**src/rtl/ssstat_pkg.sv**
```systemverilog
// shared constants, types and helpers for the sample set statistics block
`default_nettype none

package ssstat_pkg;

   localparam int MAX_SAMPLES = 4096;
   localparam int SAMPLE_BITS = 16;
   localparam int SMP_W       = 16;
   localparam int SX_BITS     = (SAMPLE_BITS < SMP_W) ? SAMPLE_BITS : SMP_W;

   localparam int CNT_W  = 13;
   localparam int SUM_W  = 29;
   localparam int SSQ_W  = 43;
   localparam int SQ_W   = 2 * SMP_W;
   localparam int MAG_W  = 28;
   localparam int MEAN_W = 24;
   localparam int SD_W   = 23;

   localparam int SSQ_LO_W = 22;
   localparam int SSQ_HI_W = SSQ_W - SSQ_LO_W;
   localparam int PLO_W    = CNT_W + SSQ_LO_W;
   localparam int PHI_W    = CNT_W + SSQ_HI_W;
   localparam int VNUM_W   = 56;
   localparam int N2_W     = 2 * CNT_W - 1;

   localparam int DIV_W      = VNUM_W + 16;
   localparam int DVS_W      = N2_W;
   localparam int MEAN_ITERS = MAG_W + 8;
   localparam int QUOT_W     = MEAN_ITERS;
   localparam int VQ_W       = 48;
   localparam int ROOT_W     = VQ_W / 2;
   localparam int SREM_W     = ROOT_W + 2;
   localparam int ITER_W     = $clog2(DIV_W + 1);

   localparam int QUEUE_DEPTH = 2;
   localparam int PTR_W       = (QUEUE_DEPTH > 1) ? $clog2(QUEUE_DEPTH) : 1;
   localparam int LVL_W       = $clog2(QUEUE_DEPTH + 1);

   typedef struct packed {
      logic [CNT_W-1:0]        count;
      logic signed [SMP_W-1:0] minimum;
      logic signed [SMP_W-1:0] maximum;
      logic signed [SUM_W-1:0] sum;
      logic [SSQ_W-1:0]        sumsq;
      logic                    dropped;
   } snap_type;

   typedef struct packed {
      logic     valid;
      snap_type snap;
   } head_type;

   function automatic logic signed [SMP_W-1:0] sign_ext(input logic [SMP_W-1:0] raw);
      logic [SMP_W-1:0] v;
      v = raw;
      for (int i = SX_BITS; i < SMP_W; i++) begin
         v[i] = raw[SX_BITS-1];
      end
      return v;
   endfunction

endpackage

`default_nettype wire

```
**src/rtl/ssstat_front.sv**
```systemverilog
// front end: squares each sample and keeps the running count, min, max and sums
`default_nettype none

module ssstat_front (
   input  logic                            clock,
   input  logic                            reset,
   input  logic                            req_valid,
   output logic                            req_ready,
   input  logic [ssstat_pkg::SMP_W-1:0]    req_sample,
   input  logic                            req_last,
   output logic                            push,
   output ssstat_pkg::snap_type            push_snap,
   input  logic                            q_full
);

   logic                                  s1_valid_ff;
   logic                                  s1_last_ff;
   logic signed [ssstat_pkg::SMP_W-1:0]   s1_x_ff;
   logic [ssstat_pkg::SQ_W-1:0]           s1_sq_ff;
   ssstat_pkg::snap_type                  acc_ff;
   ssstat_pkg::snap_type                  acc_in;
   ssstat_pkg::snap_type                  upd;
   logic signed [ssstat_pkg::SMP_W-1:0]   req_x;
   logic                                  advance;
   logic                                  take;
   logic                                  at_limit;

   assign advance   = !(s1_valid_ff && s1_last_ff && q_full);
   assign req_ready = advance;
   assign req_x     = ssstat_pkg::sign_ext(req_sample);
   assign take      = s1_valid_ff && advance;
   assign at_limit  = 32'(acc_ff.count) >= 32'(ssstat_pkg::MAX_SAMPLES);

   always_comb begin
      upd = acc_ff;
      if (at_limit) begin
         upd.dropped = 1'b1;
      end else begin
         if (acc_ff.count == '0 || s1_x_ff < acc_ff.minimum) begin
            upd.minimum = s1_x_ff;
         end
         if (acc_ff.count == '0 || s1_x_ff > acc_ff.maximum) begin
            upd.maximum = s1_x_ff;
         end
         upd.sum   = acc_ff.sum + {{(ssstat_pkg::SUM_W-ssstat_pkg::SMP_W){s1_x_ff[ssstat_pkg::SMP_W-1]}},
                                   s1_x_ff};
         upd.sumsq = acc_ff.sumsq + ssstat_pkg::SSQ_W'(s1_sq_ff);
         upd.count = acc_ff.count + 1'b1;
      end
   end

   always_comb begin
      acc_in = acc_ff;
      if (take) begin
         acc_in = s1_last_ff ? '0 : upd;
      end
   end

   assign push      = take && s1_last_ff;
   assign push_snap = upd;

   always_ff @(posedge clock) begin
      if (reset) begin
         s1_valid_ff <= 1'b0;
         s1_last_ff  <= 1'b0;
         acc_ff      <= '0;
      end else begin
         acc_ff <= acc_in;
         if (advance) begin
            s1_valid_ff <= req_valid;
            s1_last_ff  <= req_last;
         end
      end
   end

   always_ff @(posedge clock) begin
      if (advance && req_valid) begin
         s1_x_ff  <= req_x;
         s1_sq_ff <= $unsigned(ssstat_pkg::SQ_W'(req_x * req_x));
      end
   end

   a_count_limit: assert property (@(posedge clock) disable iff (reset)
      32'(acc_ff.count) <= 32'(ssstat_pkg::MAX_SAMPLES))
      else $error("sample count beyond limit");

   a_push_clears: assert property (@(posedge clock) disable iff (reset)
      push |=> (acc_ff.count == '0 && !acc_ff.dropped))
      else $error("accumulators not cleared after set end");

endmodule

`default_nettype wire

```
**config.mk**
```make
export PLATFORM = sky130hd
export DESIGN_NAME = ssstat_front
export DESIGN_NICKNAME = d
export VERILOG_FILES = /design/src/rtl/ssstat_pkg.sv /design/src/rtl/ssstat_front.sv
export SDC_FILE = /design/constraint.sdc
export NUM_CORES = 1
export LEC_CHECK = 0
export ABC_CLOCK_PERIOD_IN_PS = 6420
export BUFFER_PORTS_ARGS = -buffer_cell sky130_fd_sc_hd__buf_4
export CAP_MARGIN = 25
export CORE_MARGIN = 5
export CORE_UTILIZATION = 57
export CTS_BUF_LIST = sky130_fd_sc_hd__clkbuf_16
export CTS_CLUSTER_DIAMETER = 80
export DETAILED_ROUTE_END_ITERATION = 16
export PLACE_DENSITY = 0.79
export SYNTH_ARGS = -nofsm -noshare
export SYNTH_HDL_FRONTEND = slang
export SYNTH_SLANG_ARGS = --single-unit
```
**constraint.sdc**
```tcl
create_clock -name clock -period 6.42 [get_ports clock]
set_input_delay 0.642 -clock clock [delete_from_list [all_inputs] [get_ports clock]]
set_output_delay 0.642 -clock clock [all_outputs]
set_load 0.01 [all_outputs]
```
---- Word level (Yosys, flattened, before mapping) ----
Cells that the tools add are included.
word-level totals
  logic and storage cells ................. 31
  flip-flop bits (word level) ............. 168
cells by class
  reductions and logical operators ........ 9
  order comparisons ....................... 3
  muxes and demuxes ....................... 5
  multipliers ............................. 1
  $add $sub $neg .......................... 3
operator list
  operator                                                          number
  118-bit two-way mux                                               1
  117-bit two-way mux                                               1
  43-bit by 32-bit adder with 43-bit output                         1
  16-bit by 16-bit multiplier with 32-bit output                    1
  16-bit two-way mux                                                2
  29-bit adder                                                      1
  16-bit > comparator                                               1
  16-bit less-than comparator                                       1
  13-bit by 1-bit adder with 13-bit output (second input constant)  1
  13-bit >= comparator (second input constant)                      1
  13-bit logical NOT                                                1
  1-bit logical AND                                                 5
  1-bit logical OR                                                  2
  1-bit logical NOT                                                 1
  1-bit two-way mux                                                 1

---- Logic depth before layout (Yosys ltp) ----
Gate-level depths: netlist (run 1).
  word-level depth ........................ 5
  mapped depth ............................ 25
  mapped depth without buffers ............ 23

---- Worst setup path after synthesis (run 1) ----
OpenSTA, ideal clock, no wires.
  path type ............................... input to register
  start ................................... in req_sample[15] (netlist name)
  end ..................................... reg s1_sq_ff[31] (netlist name) (data pin)
  setup time .............................. 265 ps
  buffers on the path ..................... 1
  slack ................................... -331 ps
  arrival ................................. 6486 ps
  cell stages on the path ................. 21
  required time ........................... 6155 ps
  cells stage by stage .................... inv_1 > buf_1 > nor2_1 > fa_1 > fa_1 > fa_1 > fa_1 > fa_1 > inv_1 > fa_1 > inv_1 > ha_1 > a21o_1 > a21o_1 > a21o_1 > a21o_1 > a21oi_1 > o31ai_1 > a311oi_1 > nor2_1 > or3_1
between the ends
  cells in the longest elaborated chain, start to end .. 1
RTL lines
  what                                            RTL line            RTL
  start, declared                                 ssstat_front.sv:9   input logic [ssstat_pkg::SMP_W-1:0] req_sample,
  16-bit by 16-bit multiplier with 32-bit output  ssstat_front.sv:79  s1_sq_ff <= $unsigned(ssstat_pkg::SQ_W'(req_x * req_x));
  end signal, assigned                            ssstat_front.sv:79
  end, declared                                   ssstat_front.sv:19  logic [ssstat_pkg::SQ_W-1:0] s1_sq_ff;
Every way passes these cells.
A chain may end at the register's enable or synchronous reset.

---- Worst setup path in the final report (run 1) ----
  start ................................... in req_sample[9] (netlist name)
  end ..................................... reg s1_sq_ff[31] (netlist name) (data pin)
Same word-level chain as after synthesis.

==> out/results.txt, run 1 <==
Dpl hpwl: 43,100 um
Layout cells sized above 1: 0.122
CTS Buf Count: 17
CTS Sinks: 166
Post-synth top area cell: fa_1
Vias in the first global route: 17,944
Async SR Flop Fraction: 0
Hold Slack: 0.444 ns
CP arrival: 6.34 ns
Period Utilization, post-route: 0.958
CTS clock-pin slew for the worst setup and hold paths: 0.07 ns
FP Rows: 69
Die H: 198 um
CTS tree: built
DRC: 0
Clock Skew: 0.0110 ns
Register bit count reported by yosys: 166
Largest net degree at the start of global routing: 91
Final WS setup: 0.267 ns
Ranking of synthesized cells by area: fa_1 (23%), dfxtp_1 (12%), ha_1 (11%)
Final Critical Period: 6.15 ns
Power Density: 646 nW/um2
Initial Util: 0.573
Dominant cell by count in the synthesized netlist: inv_1
CORE AREA: 35,300 um2
RSZ-0062 raised after global routing: true
Placed cell area: 22,300 um2
MaxCap Viol Count: 0
Antenna diodes: 0
Status: completed
Max clock buf depth: 2
Pleak: 10.8 nW
Via count: 17,725
Crit end category: flop
Measured slew at the worst slew-check pin: 1.14 ns
DR iter-0 viols: 1,282
GPL Wtd Cong: 0.937
Wire length per cell: 18.0 um
Buffer type at the clock tree root: clkbuf_16
Area share of the largest cell type after synthesis: 0.233
GRT Util Overall: 0.276
Post-synth EDFFs: 46
Pre-CTS setup slack: -0.229 ns
Top Ports: 141
Drt pass-1 iters: 8
Final setup vio count: 0
Final core utilization: 0.647
Clock Latency Late Sink: 0.44 ns
Main synth FF type: dfxtp_1
H-tree depth: 4
Net Count, Synth: 2,820
Final-stage net count: 2,984
First-pass GRT wire length: 88,200 um
CP Class: in -> reg
Via density: 5.87
Port Buf Inserts: 140
FMAX: 163 MHz
Synth cell types: 79
Hold Vio Cnt, Final: 0
Die width: 198 um
Post-Syn Instances: 2,383
Area grow syn2layout: 13.0%
Maximum vdd ir drop: 0.000728 V
Placed insts: 2,988
Worst Hold Class: in -> reg
Post-Syn Area per Cell: 8.48 um2
Yosys Warn Count: 0
Final antenna-violating net count: 0
Die area: 39,300 um2
Register area share after synthesis: 0.187
Post-Synthesis Cell Area: 20,200 um2
Final Routed Wirelength: 54,200 um
Cell Count, Final, Fillers Out: 3,021
Setup crit start kind: input port
Max_slew headroom: 0.240
Slew Limit Fails: 0
Post-synth top cells: inv_1 (398), nand2_1 (274), fa_1 (235)
CP max FO: 9
Power, Total: 14.8 mW
Hold buffers post-CTS: 0
Setup TNS: 0 ns
Congestion Overflow GR: 0
Post-route cell area: 22,800 um2
Worst EP required: 6.61 ns
Initial antenna violation count: 0
report_power, final:
part | leakage (nW) | internal (mW) | total, mW | switching [mW]
registers | 1.42 | 1.71 | 1.83 | 0.120
clock network | 0.282 | 0.546 | 0.979 | 0.433
logic | 9.09 | 5.64 | 12.0 | 6.32
registers in the layout, indices dropped and copies added, names as in the netlist:
signal,count
s1_valid_ff,1
acc_ff,118
s1_sq_ff,30
s1_x_ff,16
s1_last_ff,1
cell usage in the layout, fill, tap and decap left out, types with 12 or more instances in the layout:
| cell | count |
|---|---|
| xor2_1 | 44 |
| fa_1 | 234 |
| nand3_1 | 52 |
| o21ai_0 | 154 |
| xnor2_1 | 64 |
| ha_1 | 181 |
| inv_1 | 401 |
| a22oi_1 | 42 |
| nor2b_1 | 13 |
| and2_1 | 49 |
| o32ai_1 | 16 |
| and3_1 | 15 |
| o311ai_0 | 19 |
| a21oi_1 | 123 |
| clkbuf_16 | 18 |
| a31oi_1 | 12 |
| dfxtp_1 | 119 |
| edfxtp_1 | 46 |
| nand2_1 | 273 |
| nand4_1 | 19 |
| o21a_1 | 12 |
| nand2b_1 | 17 |
| nor2_1 | 124 |
| buf_4 | 248 |
| nor3_1 | 19 |
| o21bai_1 | 21 |
| a21o_1 | 39 |
area by class of cell:
| type | count | area [um2] |
|---|---|---|
| Fill cell | 2915 | 12500 |
| Clock inverter | 14 | 96.3 |
| Clock buffer | 18 | 450 |
| Multi-Input combinational cell | 1715 | 14600 |
| Sequential cell | 166 | 3790 |
| Inverter | 399 | 1500 |
| Timing Repair Buffer | 248 | 1860 |
| Tap cell | 461 | 577 |
timing repair:
action / 4_1_cts / 5_1_grt
endpoints found under the hold margin: 0 / 0
buffers inserted: 0 / 0
gates resized for setup: 0 / 1
setup endpoints to repair: 0 / 2
worst max-delay path, cell delays in order:
cell and delay, ns:
buf_4 0.16, and2_1 0.20, fa_1 0.51, inv_1 0.06, fa_1 0.45, fa_1 0.55
inv_1 0.06, fa_1 0.44, fa_1 0.51, inv_1 0.05, fa_1 0.47, inv_1 0.04
ha_1 0.30, buf_4 0.14, nand2_1 0.06, o21bai_1 0.15, a21oi_1 0.11, a21oi_1 0.22
nor2_1 0.13, o31ai_2 0.30, a311oi_2 0.23, and4b_1 0.25, or3_1 0.33
kinds of logic after synthesis:
kind of cell / after synthesis / synth area share
multiplexers: 15 / 0.00786
adder cells (fa/ha/maj): 416 / 0.345
AND/OR/NAND/NOR: 643 / 0.148
AO/OA/AOI/OAI: 533 / 0.171
flip-flops: 166 / 0.187
XOR/XNOR: 108 / 0.0468
buffers and inverters: 502 / 0.0944
metal layers:
metal | up-vias | share of wire | track usage
li1 | 8293 | - | -
met4 | 0 | 0.048 | 0.120
met3 | 158 | 0.067 | 0.0328
met5 | - | 0 | 0
met2 | 668 | 0.49 | 0.492
met1 | 8606 | 0.39 | 0.338
path summary, 6_finish.rpt:
check,endpoint,cells past startpoint,startpoint,slack [ns]
max,s1_sq_ff[31],23,req_sample[9],0.27
min reg2reg,acc_ff[103],2,acc_ff[103],0.47
min,s1_last_ff,3,req_last,0.44
max reg2reg,acc_ff[73],9,s1_x_ff[15],2.32
Power figures use the tool's default switching activity.
==> run 2: changes to the inputs <==
==> constraint.sdc (replaced) <==
create_clock -name clock -period 6.42 [get_ports clock]
set_input_delay 0.321 -clock clock [delete_from_list [all_inputs] [get_ports clock]]
set_output_delay 0.321 -clock clock [all_outputs]
set_load 0.01 [all_outputs]
==> run 2 against run 1 <==
Effect of this change:
- utilization down 1.3 points
- largest cell class unchanged
- critical endpoint unchanged
- total power shrank 5.3%
- flip-flop and latch count unchanged
==> out/results.txt, run 2 (synthesized netlist as in run 1, its figures left out) <==
Wire length per cell: 18.1 um
Hold Vio Cnt, Final: 0
Final setup vio count: 0
Vias in the first global route: 17,496
Final WS setup: 0.394 ns
Switching share of power: 0.482
Setup TNS: 0 ns
Final Critical Period: 6.03 ns
Dpl hpwl: 42,200 um
Final antenna-violating net count: 0
Reg power frac: 0.130
Slew Limit Fails: 0
CORE AREA: 35,300 um2
CTS tree: built
CP max stage delay: 0.56 ns
H-tree depth: 4
Largest net degree at the start of global routing: 97
Switch Pwr: 6.74 mW
Die area: 39,300 um2
Initial antenna violation count: 0
Worst r2r src: s1_x_ff[0]
CTS Buf Count: 17
Initial Util: 0.573
Biggest register: acc_ff
Crit end category: flop
Worst Hold Class: in -> reg
First-pass GRT wire length: 87,700 um
Maximum vdd ir drop: 0.000906 V
MaxCap Viol Count: 0
Worst setup startpoint: req_sample[8]
Antenna diodes: 0
Worst path slowest cell: fa_1
Top Ports: 141
Die width: 198 um
Gates resized, CTS repair: 0
DRC: 0
Via count: 17,312
Hold_sp: req_valid
Setup crit start kind: input port
Period Utilization, post-route: 0.939
Area grow syn2layout: 10.8%
Clock Skew: 0.0188 ns
Combinational power share: 0.793
Drt pass-1 iters: 5
Hold buffers post-CTS: 0
Top flop regs: acc_ff (118), s1_sq_ff (30), s1_x_ff (16)
Max clock buf depth: 2
Commonest non-fill, non-tap cell in the layout: inv_1
Die H: 198 um
Setup bufs post-CTS: 0
Buffer type at the clock tree root: clkbuf_16
Measured slew at the worst slew-check pin: 1.09 ns
RSZ-0062 raised after global routing: false
Fillers: 2,928
Max_slew headroom: 0.273
GPL Wtd Cong: 0.942
Critical path's top delay family: adder cells
Cell mode on critical path: fa_1
GRT Util Overall: 0.275
DR iter-0 viols: 1,110
Layout cells sized above 1: 0.0998
Final-stage net count: 2,920
CP max FO: 16
Congestion Overflow GR: 0
Port Buf Inserts: 140
CTS clock-pin slew for the worst setup and hold paths: 0.07 ns
Status: completed
CP Class: in -> reg
Final Routed Wirelength: 53,600 um
Pleak: 10.5 nW
Clock Latency Late Sink: 0.45 ns
Internal power: 7.24 mW
CP Cell Sequence: buf_4 > nand2_1 > inv_1 > fa_1 > inv_1 > fa_1 > fa_1 > inv_1 > fa_1 > fa_1 > inv_1 > fa_1 > inv_1 > ha_1 > a21o_1 > o21bai_1 > a21oi_1 > a21oi_1 > nor2_1 > o31ai_1 > a311oi_2 > nor2_1 > or3_1
CP arrival: 6.22 ns
Clock network fraction of total power: 0.077
Worst path bufs/invs: 6
CTS Sinks: 166
Power Density: 624 nW/um2
Most frequent cells in the layout: inv_1 (399), nand2_1 (273), fa_1 (235)
FMAX: 166 MHz
Hold Slack: 0.123 ns
Via density: 5.85
Max FFs per register: 118
Worst EP required: 6.61 ns
FP Rows: 69
Pre-CTS setup slack: 0.0277 ns
run 2: cell type report:
type	instances	area, um2	share of cell area
inverter	399	1500	0.0669
clock buffer	17	425	0.0190
sequential	166	3790	0.169
tap	461	577	0.0258
multi-input combinational	1715	14600	0.650
timing repair buffer	184	1380	0.0617
clock inverter	15	169	0.00754
run 2: worst paths after layout:
| path | to | slack (ns) | cells after the start |
|---|---|---|---|
| worst max-delay path | s1_sq_ff[31] | 0.39 | 23 |
| worst min-delay path | s1_valid_ff | 0.12 | 3 |
| worst max register to register | acc_ff[60] | 2.56 | 11 |
| worst min register to register | acc_ff[95] | 0.47 | 2 |
run 2: routing by layer:
| metal | share of wire | track usage |
|---|---|---|
| met5 | 0 | 0 |
| met4 | 0.042 | 0.105 |
| met3 | 0.071 | 0.0339 |
| met2 | 0.49 | 0.481 |
| met1 | 0.39 | 0.348 |
run 2: metrics by stage:
step,area (um2),total power [mW],utilization,std cells
2_1_floorplan,20200,9.81,-,2383
3_3_place_gp,21800,12.5,0.617,2923
3_5_place_dp,21800,12.9,0.617,2923
4_1_cts,22400,14.0,0.634,2955
5_1_grt,22400,15.4,0.634,2957
6_report,22400,14.0,0.634,2957
run 2: worst reg2reg max path: stages, from the launching register on:
cell	delay [ns]
edfxtp_1	0.55
ha_1	0.32
fa_1	0.44
a211oi_1	0.42
o21bai_1	0.13
a21oi_1	0.28
o21ai_0	0.23
a21boi_0	0.37
o21ai_0	0.24
xnor2_1	0.18
o21ai_0	0.41
a22o_1	0.22
run 2: power by group through the flow:
stage	logic, mW	registers (mW)	clock network [mW]
floorplan	8.02	1.79	0
global placement	10.6	1.84	0
detailed placement	11.0	1.84	0
CTS	11.1	1.82	1.07
global route	12.5	1.83	1.11
finish	11.1	1.82	1.07
