<file path="config.mk">
export PLATFORM = sky130hd
export DESIGN_NAME = ssstat_back
export DESIGN_NICKNAME = d
export VERILOG_FILES = /design/src/rtl/ssstat_pkg.sv /design/src/rtl/ssstat_back.sv
export SDC_FILE = /design/constraint.sdc
export NUM_CORES = 2
export LEC_CHECK = 0
export ABC_CLOCK_PERIOD_IN_PS = 16300
export BUFFER_PORTS_ARGS = -buffer_cell sky130_fd_sc_hd__buf_2
export CAP_MARGIN = 25
export CORE_ASPECT_RATIO = 0.6
export CORE_MARGIN = 2
export CORE_UTILIZATION = 50
export CTS_BUF_LIST = sky130_fd_sc_hd__clkbuf_4 sky130_fd_sc_hd__clkbuf_8
export DETAILED_ROUTE_END_ITERATION = 7
export GPL_TIMING_DRIVEN = 0
export PLACE_DENSITY = 0.64
export SLEW_MARGIN = 0
export SYNTH_ARGS = -nofsm -noshare
export SYNTH_HDL_FRONTEND = slang
export SYNTH_SLANG_ARGS = --single-unit
</file>
<file path="constraint.sdc">
create_clock -name clock -period 16.3 [get_ports clock]
set_input_delay 3.26 -clock clock [delete_from_list [all_inputs] [get_ports clock]]
set_output_delay 3.26 -clock clock [all_outputs]
set_load 0.03 [all_outputs]
</file>
<file path="src/rtl/ssstat_pkg.sv">
// shared constants, types and helpers for the sample set statistics block
`default_nettype none

package ssstat_pkg;

   localparam int MAX_SAMPLES = 4096;
   localparam int SAMPLE_BITS = 16;
   localparam int SMP_W       = 16;
   localparam int SX_BITS     = (SAMPLE_BITS < SMP_W) ? SAMPLE_BITS : SMP_W;

   localparam int CNT_W  = 13;
   localparam int SUM_W  = 29;
   localparam int SSQ_W  = 43;
   localparam int SQ_W   = 2 * SMP_W;
   localparam int MAG_W  = 28;
   localparam int MEAN_W = 24;
   localparam int SD_W   = 23;

   localparam int SSQ_LO_W = 22;
   localparam int SSQ_HI_W = SSQ_W - SSQ_LO_W;
   localparam int PLO_W    = CNT_W + SSQ_LO_W;
   localparam int PHI_W    = CNT_W + SSQ_HI_W;
   localparam int VNUM_W   = 56;
   localparam int N2_W     = 2 * CNT_W - 1;

   localparam int DIV_W      = VNUM_W + 16;
   localparam int DVS_W      = N2_W;
   localparam int MEAN_ITERS = MAG_W + 8;
   localparam int QUOT_W     = MEAN_ITERS;
   localparam int VQ_W       = 48;
   localparam int ROOT_W     = VQ_W / 2;
   localparam int SREM_W     = ROOT_W + 2;
   localparam int ITER_W     = $clog2(DIV_W + 1);

   localparam int QUEUE_DEPTH = 2;
   localparam int PTR_W       = (QUEUE_DEPTH > 1) ? $clog2(QUEUE_DEPTH) : 1;
   localparam int LVL_W       = $clog2(QUEUE_DEPTH + 1);

   typedef struct packed {
      logic [CNT_W-1:0]        count;
      logic signed [SMP_W-1:0] minimum;
      logic signed [SMP_W-1:0] maximum;
      logic signed [SUM_W-1:0] sum;
      logic [SSQ_W-1:0]        sumsq;
      logic                    dropped;
   } snap_type;

   typedef struct packed {
      logic     valid;
      snap_type snap;
   } head_type;

   function automatic logic signed [SMP_W-1:0] sign_ext(input logic [SMP_W-1:0] raw);
      logic [SMP_W-1:0] v;
      v = raw;
      for (int i = SX_BITS; i < SMP_W; i++) begin
         v[i] = raw[SX_BITS-1];
      end
      return v;
   endfunction

endpackage

`default_nettype wire

</file>
<file path="src/rtl/ssstat_back.sv">
// back end: multiplies, divides and takes the square root for one set, holds the result word
`default_nettype none

module ssstat_back (
   input  logic                              clock,
   input  logic                              reset,
   input  ssstat_pkg::head_type              head,
   output logic                              pop,
   output logic                              rsp_valid,
   input  logic                              rsp_ready,
   output logic [ssstat_pkg::CNT_W-1:0]      rsp_count,
   output logic signed [ssstat_pkg::SMP_W-1:0] rsp_minimum,
   output logic signed [ssstat_pkg::SMP_W-1:0] rsp_maximum,
   output logic signed [ssstat_pkg::MEAN_W-1:0] rsp_mean_q8,
   output logic [ssstat_pkg::SD_W-1:0]       rsp_stddev_q8,
   output logic                              rsp_overflow
);

   typedef enum logic [5:0] {
      S_IDLE     = 6'b000001,
      S_MUL      = 6'b000010,
      S_DIV_MEAN = 6'b000100,
      S_DIV_VAR  = 6'b001000,
      S_SQRT     = 6'b010000,
      S_OUT      = 6'b100000
   } state_type;

   state_type                               state_ff, state_in;
   ssstat_pkg::snap_type                    job_ff;
   logic                                    neg_ff;
   logic [ssstat_pkg::MAG_W-1:0]            mag_ff;
   logic [2:0]                              step_ff;
   logic [ssstat_pkg::PLO_W-1:0]            plo_ff;
   logic [ssstat_pkg::PHI_W-1:0]            phi_ff;
   logic [2*ssstat_pkg::MAG_W-1:0]          magsq_ff;
   logic [ssstat_pkg::N2_W-1:0]             n2_ff;
   logic [ssstat_pkg::VNUM_W-1:0]           nss_ff;
   logic [ssstat_pkg::VNUM_W-1:0]           vnum_ff;
   logic [ssstat_pkg::DIV_W-1:0]            dvd_ff;
   logic [ssstat_pkg::DVS_W-1:0]            rem_ff;
   logic [ssstat_pkg::DVS_W-1:0]            dvs_ff;
   logic [ssstat_pkg::ITER_W-1:0]           iter_ff;
   logic [ssstat_pkg::VQ_W-1:0]             rad_ff;
   logic [ssstat_pkg::ROOT_W-1:0]           root_ff;
   logic [ssstat_pkg::SREM_W-1:0]           srem_ff;
   logic [ssstat_pkg::MEAN_W-1:0]           mean_ff;
   logic [ssstat_pkg::SD_W-1:0]             sd_ff;
   logic                                    rsp_valid_ff;

   logic [ssstat_pkg::DVS_W:0]              div_shift;
   logic [ssstat_pkg::DVS_W+1:0]            div_diff;
   logic                                    div_ge;
   logic [ssstat_pkg::DVS_W-1:0]            rem_next;
   logic [ssstat_pkg::DIV_W-1:0]            dvd_next;
   logic [ssstat_pkg::SREM_W+1:0]           sq_shift;
   logic [ssstat_pkg::SREM_W+2:0]           sq_trial;
   logic                                    sq_ge;
   logic [ssstat_pkg::SREM_W-1:0]           srem_next;
   logic [ssstat_pkg::ROOT_W-1:0]           root_next;
   logic [ssstat_pkg::QUOT_W-1:0]           quot;
   logic [ssstat_pkg::QUOT_W-1:0]           quot_up;
   logic                                    last_iter;
   logic                                    out_load;

   // restoring divider step
   assign div_shift = {rem_ff, dvd_ff[ssstat_pkg::DIV_W-1]};
   assign div_diff  = {1'b0, div_shift} - {2'b0, dvs_ff};
   assign div_ge    = !div_diff[ssstat_pkg::DVS_W+1];
   assign rem_next  = div_ge ? div_diff[ssstat_pkg::DVS_W-1:0]
                             : div_shift[ssstat_pkg::DVS_W-1:0];
   assign dvd_next  = {dvd_ff[ssstat_pkg::DIV_W-2:0], div_ge};

   // digit-by-digit square root step
   assign sq_shift  = {srem_ff, rad_ff[ssstat_pkg::VQ_W-1 -: 2]};
   assign sq_trial  = {1'b0, sq_shift} - {3'b0, root_ff, 2'b01};
   assign sq_ge     = !sq_trial[ssstat_pkg::SREM_W+2];
   assign srem_next = sq_ge ? sq_trial[ssstat_pkg::SREM_W-1:0]
                            : sq_shift[ssstat_pkg::SREM_W-1:0];
   assign root_next = {root_ff[ssstat_pkg::ROOT_W-2:0], sq_ge};

   assign quot      = dvd_next[ssstat_pkg::QUOT_W-1:0];
   assign quot_up   = quot + ssstat_pkg::QUOT_W'(rem_next != '0);
   assign last_iter = iter_ff == ssstat_pkg::ITER_W'(1);
   assign out_load  = (state_ff == S_OUT) && (!rsp_valid_ff || rsp_ready);
   assign pop       = (state_ff == S_IDLE) && head.valid;

   always_comb begin
      state_in = state_ff;
      unique case (state_ff)
         S_IDLE: begin
            if (head.valid) begin
               state_in = S_MUL;
            end
         end
         S_MUL: begin
            if (step_ff == 3'd4) begin
               state_in = S_DIV_MEAN;
            end
         end
         S_DIV_MEAN: begin
            if (last_iter) begin
               state_in = S_DIV_VAR;
            end
         end
         S_DIV_VAR: begin
            if (last_iter) begin
               state_in = S_SQRT;
            end
         end
         S_SQRT: begin
            if (last_iter) begin
               state_in = S_OUT;
            end
         end
         S_OUT: begin
            if (out_load) begin
               state_in = S_IDLE;
            end
         end
         default: state_in = S_IDLE;
      endcase
   end

   always_ff @(posedge clock) begin
      if (reset) begin
         state_ff     <= S_IDLE;
         rsp_valid_ff <= 1'b0;
      end else begin
         state_ff <= state_in;
         if (out_load) begin
            rsp_valid_ff <= 1'b1;
         end else if (rsp_ready) begin
            rsp_valid_ff <= 1'b0;
         end
      end
   end

   always_ff @(posedge clock) begin
      if (pop) begin
         job_ff  <= head.snap;
         neg_ff  <= head.snap.sum < 0;
         mag_ff  <= (head.snap.sum < 0) ? ssstat_pkg::MAG_W'(-head.snap.sum)
                                        : ssstat_pkg::MAG_W'(head.snap.sum);
         step_ff <= '0;
      end
      if (state_ff == S_MUL) begin
         step_ff <= step_ff + 1'b1;
         case (step_ff)
            3'd0: plo_ff <= ssstat_pkg::PLO_W'(job_ff.count)
                            * ssstat_pkg::PLO_W'(job_ff.sumsq[ssstat_pkg::SSQ_LO_W-1:0]);
            3'd1: phi_ff <= ssstat_pkg::PHI_W'(job_ff.count)
                            * ssstat_pkg::PHI_W'(job_ff.sumsq[ssstat_pkg::SSQ_W-1:ssstat_pkg::SSQ_LO_W]);
            3'd2: begin
               magsq_ff <= (2*ssstat_pkg::MAG_W)'(mag_ff) * (2*ssstat_pkg::MAG_W)'(mag_ff);
               n2_ff    <= ssstat_pkg::N2_W'(job_ff.count) * ssstat_pkg::N2_W'(job_ff.count);
            end
            3'd3: nss_ff <= ssstat_pkg::VNUM_W'({phi_ff, {ssstat_pkg::SSQ_LO_W{1'b0}}})
                            + ssstat_pkg::VNUM_W'(plo_ff);
            3'd4: begin
               vnum_ff <= nss_ff - ssstat_pkg::VNUM_W'(magsq_ff);
               dvd_ff  <= ssstat_pkg::DIV_W'({mag_ff, 8'b0})
                          << (ssstat_pkg::DIV_W - ssstat_pkg::MEAN_ITERS);
               rem_ff  <= '0;
               dvs_ff  <= ssstat_pkg::DVS_W'(job_ff.count);
               iter_ff <= ssstat_pkg::ITER_W'(ssstat_pkg::MEAN_ITERS);
            end
            default: ;
         endcase
      end
      if (state_ff == S_DIV_MEAN) begin
         if (last_iter) begin
            mean_ff <= neg_ff ? ssstat_pkg::MEAN_W'(-quot_up) : ssstat_pkg::MEAN_W'(quot);
            dvd_ff  <= {vnum_ff, 16'b0};
            rem_ff  <= '0;
            dvs_ff  <= n2_ff;
            iter_ff <= ssstat_pkg::ITER_W'(ssstat_pkg::DIV_W);
         end else begin
            dvd_ff  <= dvd_next;
            rem_ff  <= rem_next;
            iter_ff <= iter_ff - 1'b1;
         end
      end
      if (state_ff == S_DIV_VAR) begin
         if (last_iter) begin
            rad_ff  <= dvd_next[ssstat_pkg::VQ_W-1:0];
            root_ff <= '0;
            srem_ff <= '0;
            iter_ff <= ssstat_pkg::ITER_W'(ssstat_pkg::ROOT_W);
         end else begin
            dvd_ff  <= dvd_next;
            rem_ff  <= rem_next;
            iter_ff <= iter_ff - 1'b1;
         end
      end
      if (state_ff == S_SQRT) begin
         rad_ff  <= rad_ff << 2;
         root_ff <= root_next;
         srem_ff <= srem_next;
         iter_ff <= iter_ff - 1'b1;
         if (last_iter) begin
            sd_ff <= root_next[ssstat_pkg::SD_W-1:0];
         end
      end
      if (out_load) begin
         rsp_count     <= job_ff.count;
         rsp_minimum   <= job_ff.minimum;
         rsp_maximum   <= job_ff.maximum;
         rsp_mean_q8   <= mean_ff;
         rsp_stddev_q8 <= sd_ff;
         rsp_overflow  <= job_ff.dropped;
      end
   end

   assign rsp_valid = rsp_valid_ff;

   a_pop_starts: assert property (@(posedge clock) disable iff (reset)
      pop |=> (state_ff == S_MUL))
      else $error("set taken from queue but work not started");

   a_sqrt_ends: assert property (@(posedge clock) disable iff (reset)
      (state_ff == S_SQRT && last_iter) |=> (state_ff == S_OUT))
      else $error("square root did not finish in order");

   a_out_shown: assert property (@(posedge clock) disable iff (reset)
      out_load |=> rsp_valid_ff)
      else $error("result word loaded but not shown");

endmodule

`default_nettype wire

</file>
=== After elaboration in Yosys (flattened, before gate mapping) ===
Index checks and enable logic that the tools add are counted.

* Add/sub/neg operators: 9
* Multipliers: 4
* Divide/modulo/power cells: 0
* Magnitude comparators: 1
* Equality and inequality tests: 17
* Shifts and indexed selects: 0
* Muxes and demuxes: 47
* Bitwise logic cells: 0
* Reduce and logical (&&, ||, !) cells: 25

{| class="wikitable"
|+ Operators by type and width
! operator !! count
|-
| 72-bit 2-to-1 mux || 6
|-
| 25-bit 2-to-1 mux || 11
|-
| 48-bit 2-to-1 mux || 3
|-
| 26-bit 2-to-1 mux || 4
|-
| 24-bit 2-to-1 mux || 4
|-
| 56-bit by 35-bit adder with 56-bit output || 1
|-
| 28-bit by 28-bit multiplier with 56-bit output || 1
|-
| 56-bit subtractor || 1
|-
| 7-bit 2-to-1 mux || 7
|-
| 6-bit 2-to-1 mux || 6
|-
| 6-bit one-hot mux with 6 select lines || 1
|-
| 13-bit by 22-bit multiplier with 35-bit output || 1
|-
| 13-bit by 21-bit multiplier with 34-bit output || 1
|-
| 29-bit by 1-bit less-than comparator with 1-bit output, second input constant || 1
|-
| 28-bit by 26-bit subtractor with 29-bit output || 1
|-
| 28-bit 2-to-1 mux || 1
|-
| 28-bit negation || 1
|-
| 26-bit by 25-bit subtractor with 27-bit output || 1
|-
| 13-bit by 13-bit multiplier with 25-bit output || 1
|-
| 25-bit nonzero test || 1
|-
| 24-bit by 1-bit adder with 24-bit output || 1
|-
| 24-bit negation || 1
|-
| 2-bit AND reduction || 10
|-
| 2-bit != test, second input constant || 6
|-
| other kinds (21) || 31
|}

* Register bits: 757
* Latch bits: 0
* RAM bits: 0
* ROM bits: 0
* Bits of input ports: 122
* Logic and storage cells: 135
* Memories: 0

=== Longest topological paths before layout ===
* Depth after elaboration: 6
* Gate-level depth with buffers: 33

=== Worst setup path before layout ===
No wires, ideal clock.

* Path kind: in2out
* From: input head[118] (netlist bit)
* To: output pop
* Arrival time: 5,794 ps
* Data required time: 13,040 ps
* Path slack: 7,246 ps
* Stages on the path: 2
* Buffers on the path: 0
* Cell sequence: nand2_1 inv_1

* Cells in the longest elaborated chain, start to end: 1

{| class="wikitable"
|+ Ends and longest elaborated chain
! element !! RTL line !! text
|-
| start, declared || ssstat_back.sv:7 || <nowiki>input ssstat_pkg::head_type head,</nowiki>
|-
| 1-bit logical AND || ssstat_back.sv:85 || <nowiki>assign pop = (state_ff == S_IDLE) && head.valid;</nowiki>
|-
| end, declared || ssstat_back.sv:8 || <nowiki>output logic pop,</nowiki>
|}

Every way passes these cells.

=== Worst setup path after layout ===
* From: register mag_ff[6] (netlist bit)
* To: register magsq_ff[55] (netlist bit), data pin

* Cells in the longest elaborated chain, start to end: 1

{| class="wikitable"
|+ Ends and longest elaborated chain
! element !! RTL line !! text
|-
| start, declared || ssstat_back.sv:31 || <nowiki>logic [ssstat_pkg::MAG_W-1:0] mag_ff;</nowiki>
|-
| start signal, assigned || ssstat_back.sv:142 || <nowiki>mag_ff <= (head.snap.sum < 0) ? ssstat_pkg::MAG_W'(-head.snap.sum)</nowiki>
|-
| 28-bit by 28-bit multiplier with 56-bit output || ssstat_back.sv:154 || <nowiki>magsq_ff <= (2*ssstat_pkg::MAG_W)'(mag_ff) * (2*ssstat_pkg::MAG_W)'(mag_ff);</nowiki>
|-
| end signal, assigned || ssstat_back.sv:154 ||
|-
| end, declared || ssstat_back.sv:35 || <nowiki>logic [2*ssstat_pkg::MAG_W-1:0] magsq_ff;</nowiki>
|}

Every way passes these cells.
A chain may end at the register's enable or synchronous reset.

==> results.cfg <==
[outcome]
status = complete, no violations

[worst_setup_path]
critPathCaptureType = flop
cp_top_family = adder cells
r2r_end = magsq_ff[55]
worstPathArrival_ns = 11.12
crit_path_frequent_cell = fa_1
crit_required_ns = 16.86
critical_path.slowest_cell = clkbuf_1
path_class = reg2reg
startpoint_type = flop
worstRegToRegCells = 28
ff2ff_setup_slack_ns = 5.75
crit_path_max_fanout = 10
critical_path_buf_inv_count = 7
reg2reg_from = mag_ff[6]
slowest_delay_ns = 0.93

[clocking]
clk_pin_slew_ns = 0.07
cts_tree = built
cts_buffers = 116
clkSinkCount = 755
clk_latency_ns = 0.85
clk_path_buf_depth = 3
cts_root_buffer = clkbuf_8
holdBufCountCts = 0
cts_resized = 0
cts_setup_buffers = 0
htreeDepth = 3

[yosys]
synth.distinct_cells = 87
netlist_area_um2 = 76900
avgSynthCellArea_um2 = 10.1
synth-compound-area-share_pct = 8.53
synth-seq-cells = 755
synth-simple-area-share_pct = 11.6
synth_nets = 9439
synth_fa_ha_area_share_pct = 39.0
synth_seq_area_share_pct = 27.8
synth_mux_area_share_pct = 0.372
syn_inst = 7598
synth_warnings = 0
synth_top_family_by_area = adder cells
synth_xor_xnor_area_share_pct = 3.61
synthArstFlopShare_pct = 0
ys.flop_type = edfxtp_1
synth_edf_count = 624

[floorplanning]
die_x_um = 510
die_y_um = 308
num_rows = 111
pin_count = 217
design.core.area_um2 = 153000
die_area_um2 = 157000
initial_utilization_pct = 50.3

[detailed_routing]
drt_wl_total_mm = 218
routed_via_density = 5.46
drc = 0
antenna_left = 0
drt_first_pass_iters = 8
drt-wirelength-per-cell_um = 21.5
first_iter_violations = 5309
vias = 55287

[sta]
max_freq_mhz = 94.8
tightest_slew_ns = 1.22
hold_viol_final = 0
setup_viol = 0
min_period_over_period_pct = 64.7
fin_crit_ns = 10.55
rsz0062_at_grt = no
fin_tns_setup_ns = 0
slew-limit-headroom_pct = 18.7
report.final.slew_viol_count = 0
finClkSkew_ns = 0.105

[min_path]
min_from = sd_ff[4]
hold_class = reg2reg
hold_depth = 0
min_to = rsp_stddev_q8[4]

[grt]
grt_max_degree = 64
grt_pass1_wl_mm = 336
grt_antenna_before_repair = 21
grtUsageTotal_pct = 28.3
grt_overflow = 0
first_global_vias = 55789

[placed_design]
gp_congestion = 0.981
hpwl_mm = 178
port_buffers = 216

[run]
maxCapViolCount = 0

[finish]
final_layout_size_suffix_gt1_share_pct = 6.44
fin_nets = 9814
synthToLayoutAreaGrowth_pct = 8.95
## flip-flops by register name (all words and copies together) (netlist names), 25 cells and up
register,cells
rad_ff,48
vnum_ff,56
magsq_ff,55
srem_ff,26
phi_ff,34
dvs_ff,25
mag_ff,28
plo_ff,35
rem_ff,25
nss_ff,56
job_ff,89
dvd_ff,72
## synth_stat cells (99+ instances only)
master    number  share of area (%)
inv_1       1542                7.5
o21ai_0      212                1.4
clkbuf_1     294                1.4
fa_1        1130                 29
edfxtp_1     624                 24
ha_1         589                9.6
nand2_1      913                4.5
xnor2_1      218                2.5
a21o_1       138                1.3
xor2_1        99                1.1
nor2_1       262                1.3
and2_1       425                3.5
dfxtp_1      131                3.4
a21oi_1      261                1.7
## layout by cell type (no fill, tap or decap), types with 23 or more instances in the layout
cell type,count
xor2_1,99
xnor2_1,218
nor3_1,42
nand2_1,912
buf_2,224
and2_1,421
a22o_1,27
a21oi_1,261
nand3_1,56
nand4_1,29
clkbuf_8,123
ha_1,589
inv_1,1541
and3_1,28
nor2b_1,41
a31oi_1,71
fa_1,1130
nor2_1,261
nand2b_1,37
o22ai_1,38
clkinv_2,23
clkbuf_4,27
mux2i_1,23
clkinv_1,25
o21bai_1,38
dfxtp_1,131
a22oi_1,31
o31ai_1,36
o21a_1,33
edfxtp_1,624
clkbuf_1,294
o21ai_0,212
a21o_1,138
## area by class of cell
cell class | count | area (µm²)
Buffer | 312 | 1190
Fill cell | 13564 | 69000
Tap cell | 2034 | 2540
Sequential cell | 755 | 21400
Inverter | 1545 | 5800
Clock inverter | 67 | 651
Antenna cell | 16 | 40.0
Timing Repair Buffer | 257 | 1720
Clock buffer | 150 | 1900
Multi-Input combinational cell | 4986 | 48600
## worst max-delay path by stage
stage | slack, ns | endpoint | start | depth (start not counted)
final | 5.75 | magsq_ff[55] | mag_ff[6] | 28
after detailed placement | 6.22 | magsq_ff[55] | mag_ff[7] | 28
after global placement | 4.62 | pop | head[118] | 4
after global routing | 5.41 | magsq_ff[55] | mag_ff[6] | 28
after floorplan | 7.25 | pop | head[118] | 2
after CTS | 6.16 | magsq_ff[55] | mag_ff[6] | 28
## layer usage
metal | vias to the layer above | global-route usage (%) | wire, µm
met5 | - | 0.556 | 170
met4 | 10 | 5.46 | 3850
met3 | 256 | 8.64 | 25300
met2 | 2394 | 37.7 | 84800
met1 | 27725 | 44.7 | 104000
li1 | 24902 | - | -
## kinds of logic (layout without fill, tap and decap cells)
family	after synthesis	count (layout)
DFF	755	755
muxes	28	28
AOI/OAI and AO/OA	1010	1010
and+or+nand+nor	1912	1912
xor gates and xnor gates	317	317
adders and majority gates	1719	1719
other	0	16
buffers and inverters	1857	2331
## per-stage QoR
step	hold slack [ns]	std cells	util, %	setup WS, ns	instance area, µm²
floorplan	0.400	7598	-	7.25	76900
global placement	0.401	9848	52.7	4.62	80500
detailed placement	0.405	9863	52.9	6.22	80900
CTS	0.418	10080	54.6	6.16	83400
global route	0.424	10109	54.8	5.41	83800
finish	0.416	10122	54.9	5.75	83800
Power is not shown: default switching activity piles up to over one toggle a cycle in this logic, so the estimate is an artifact.
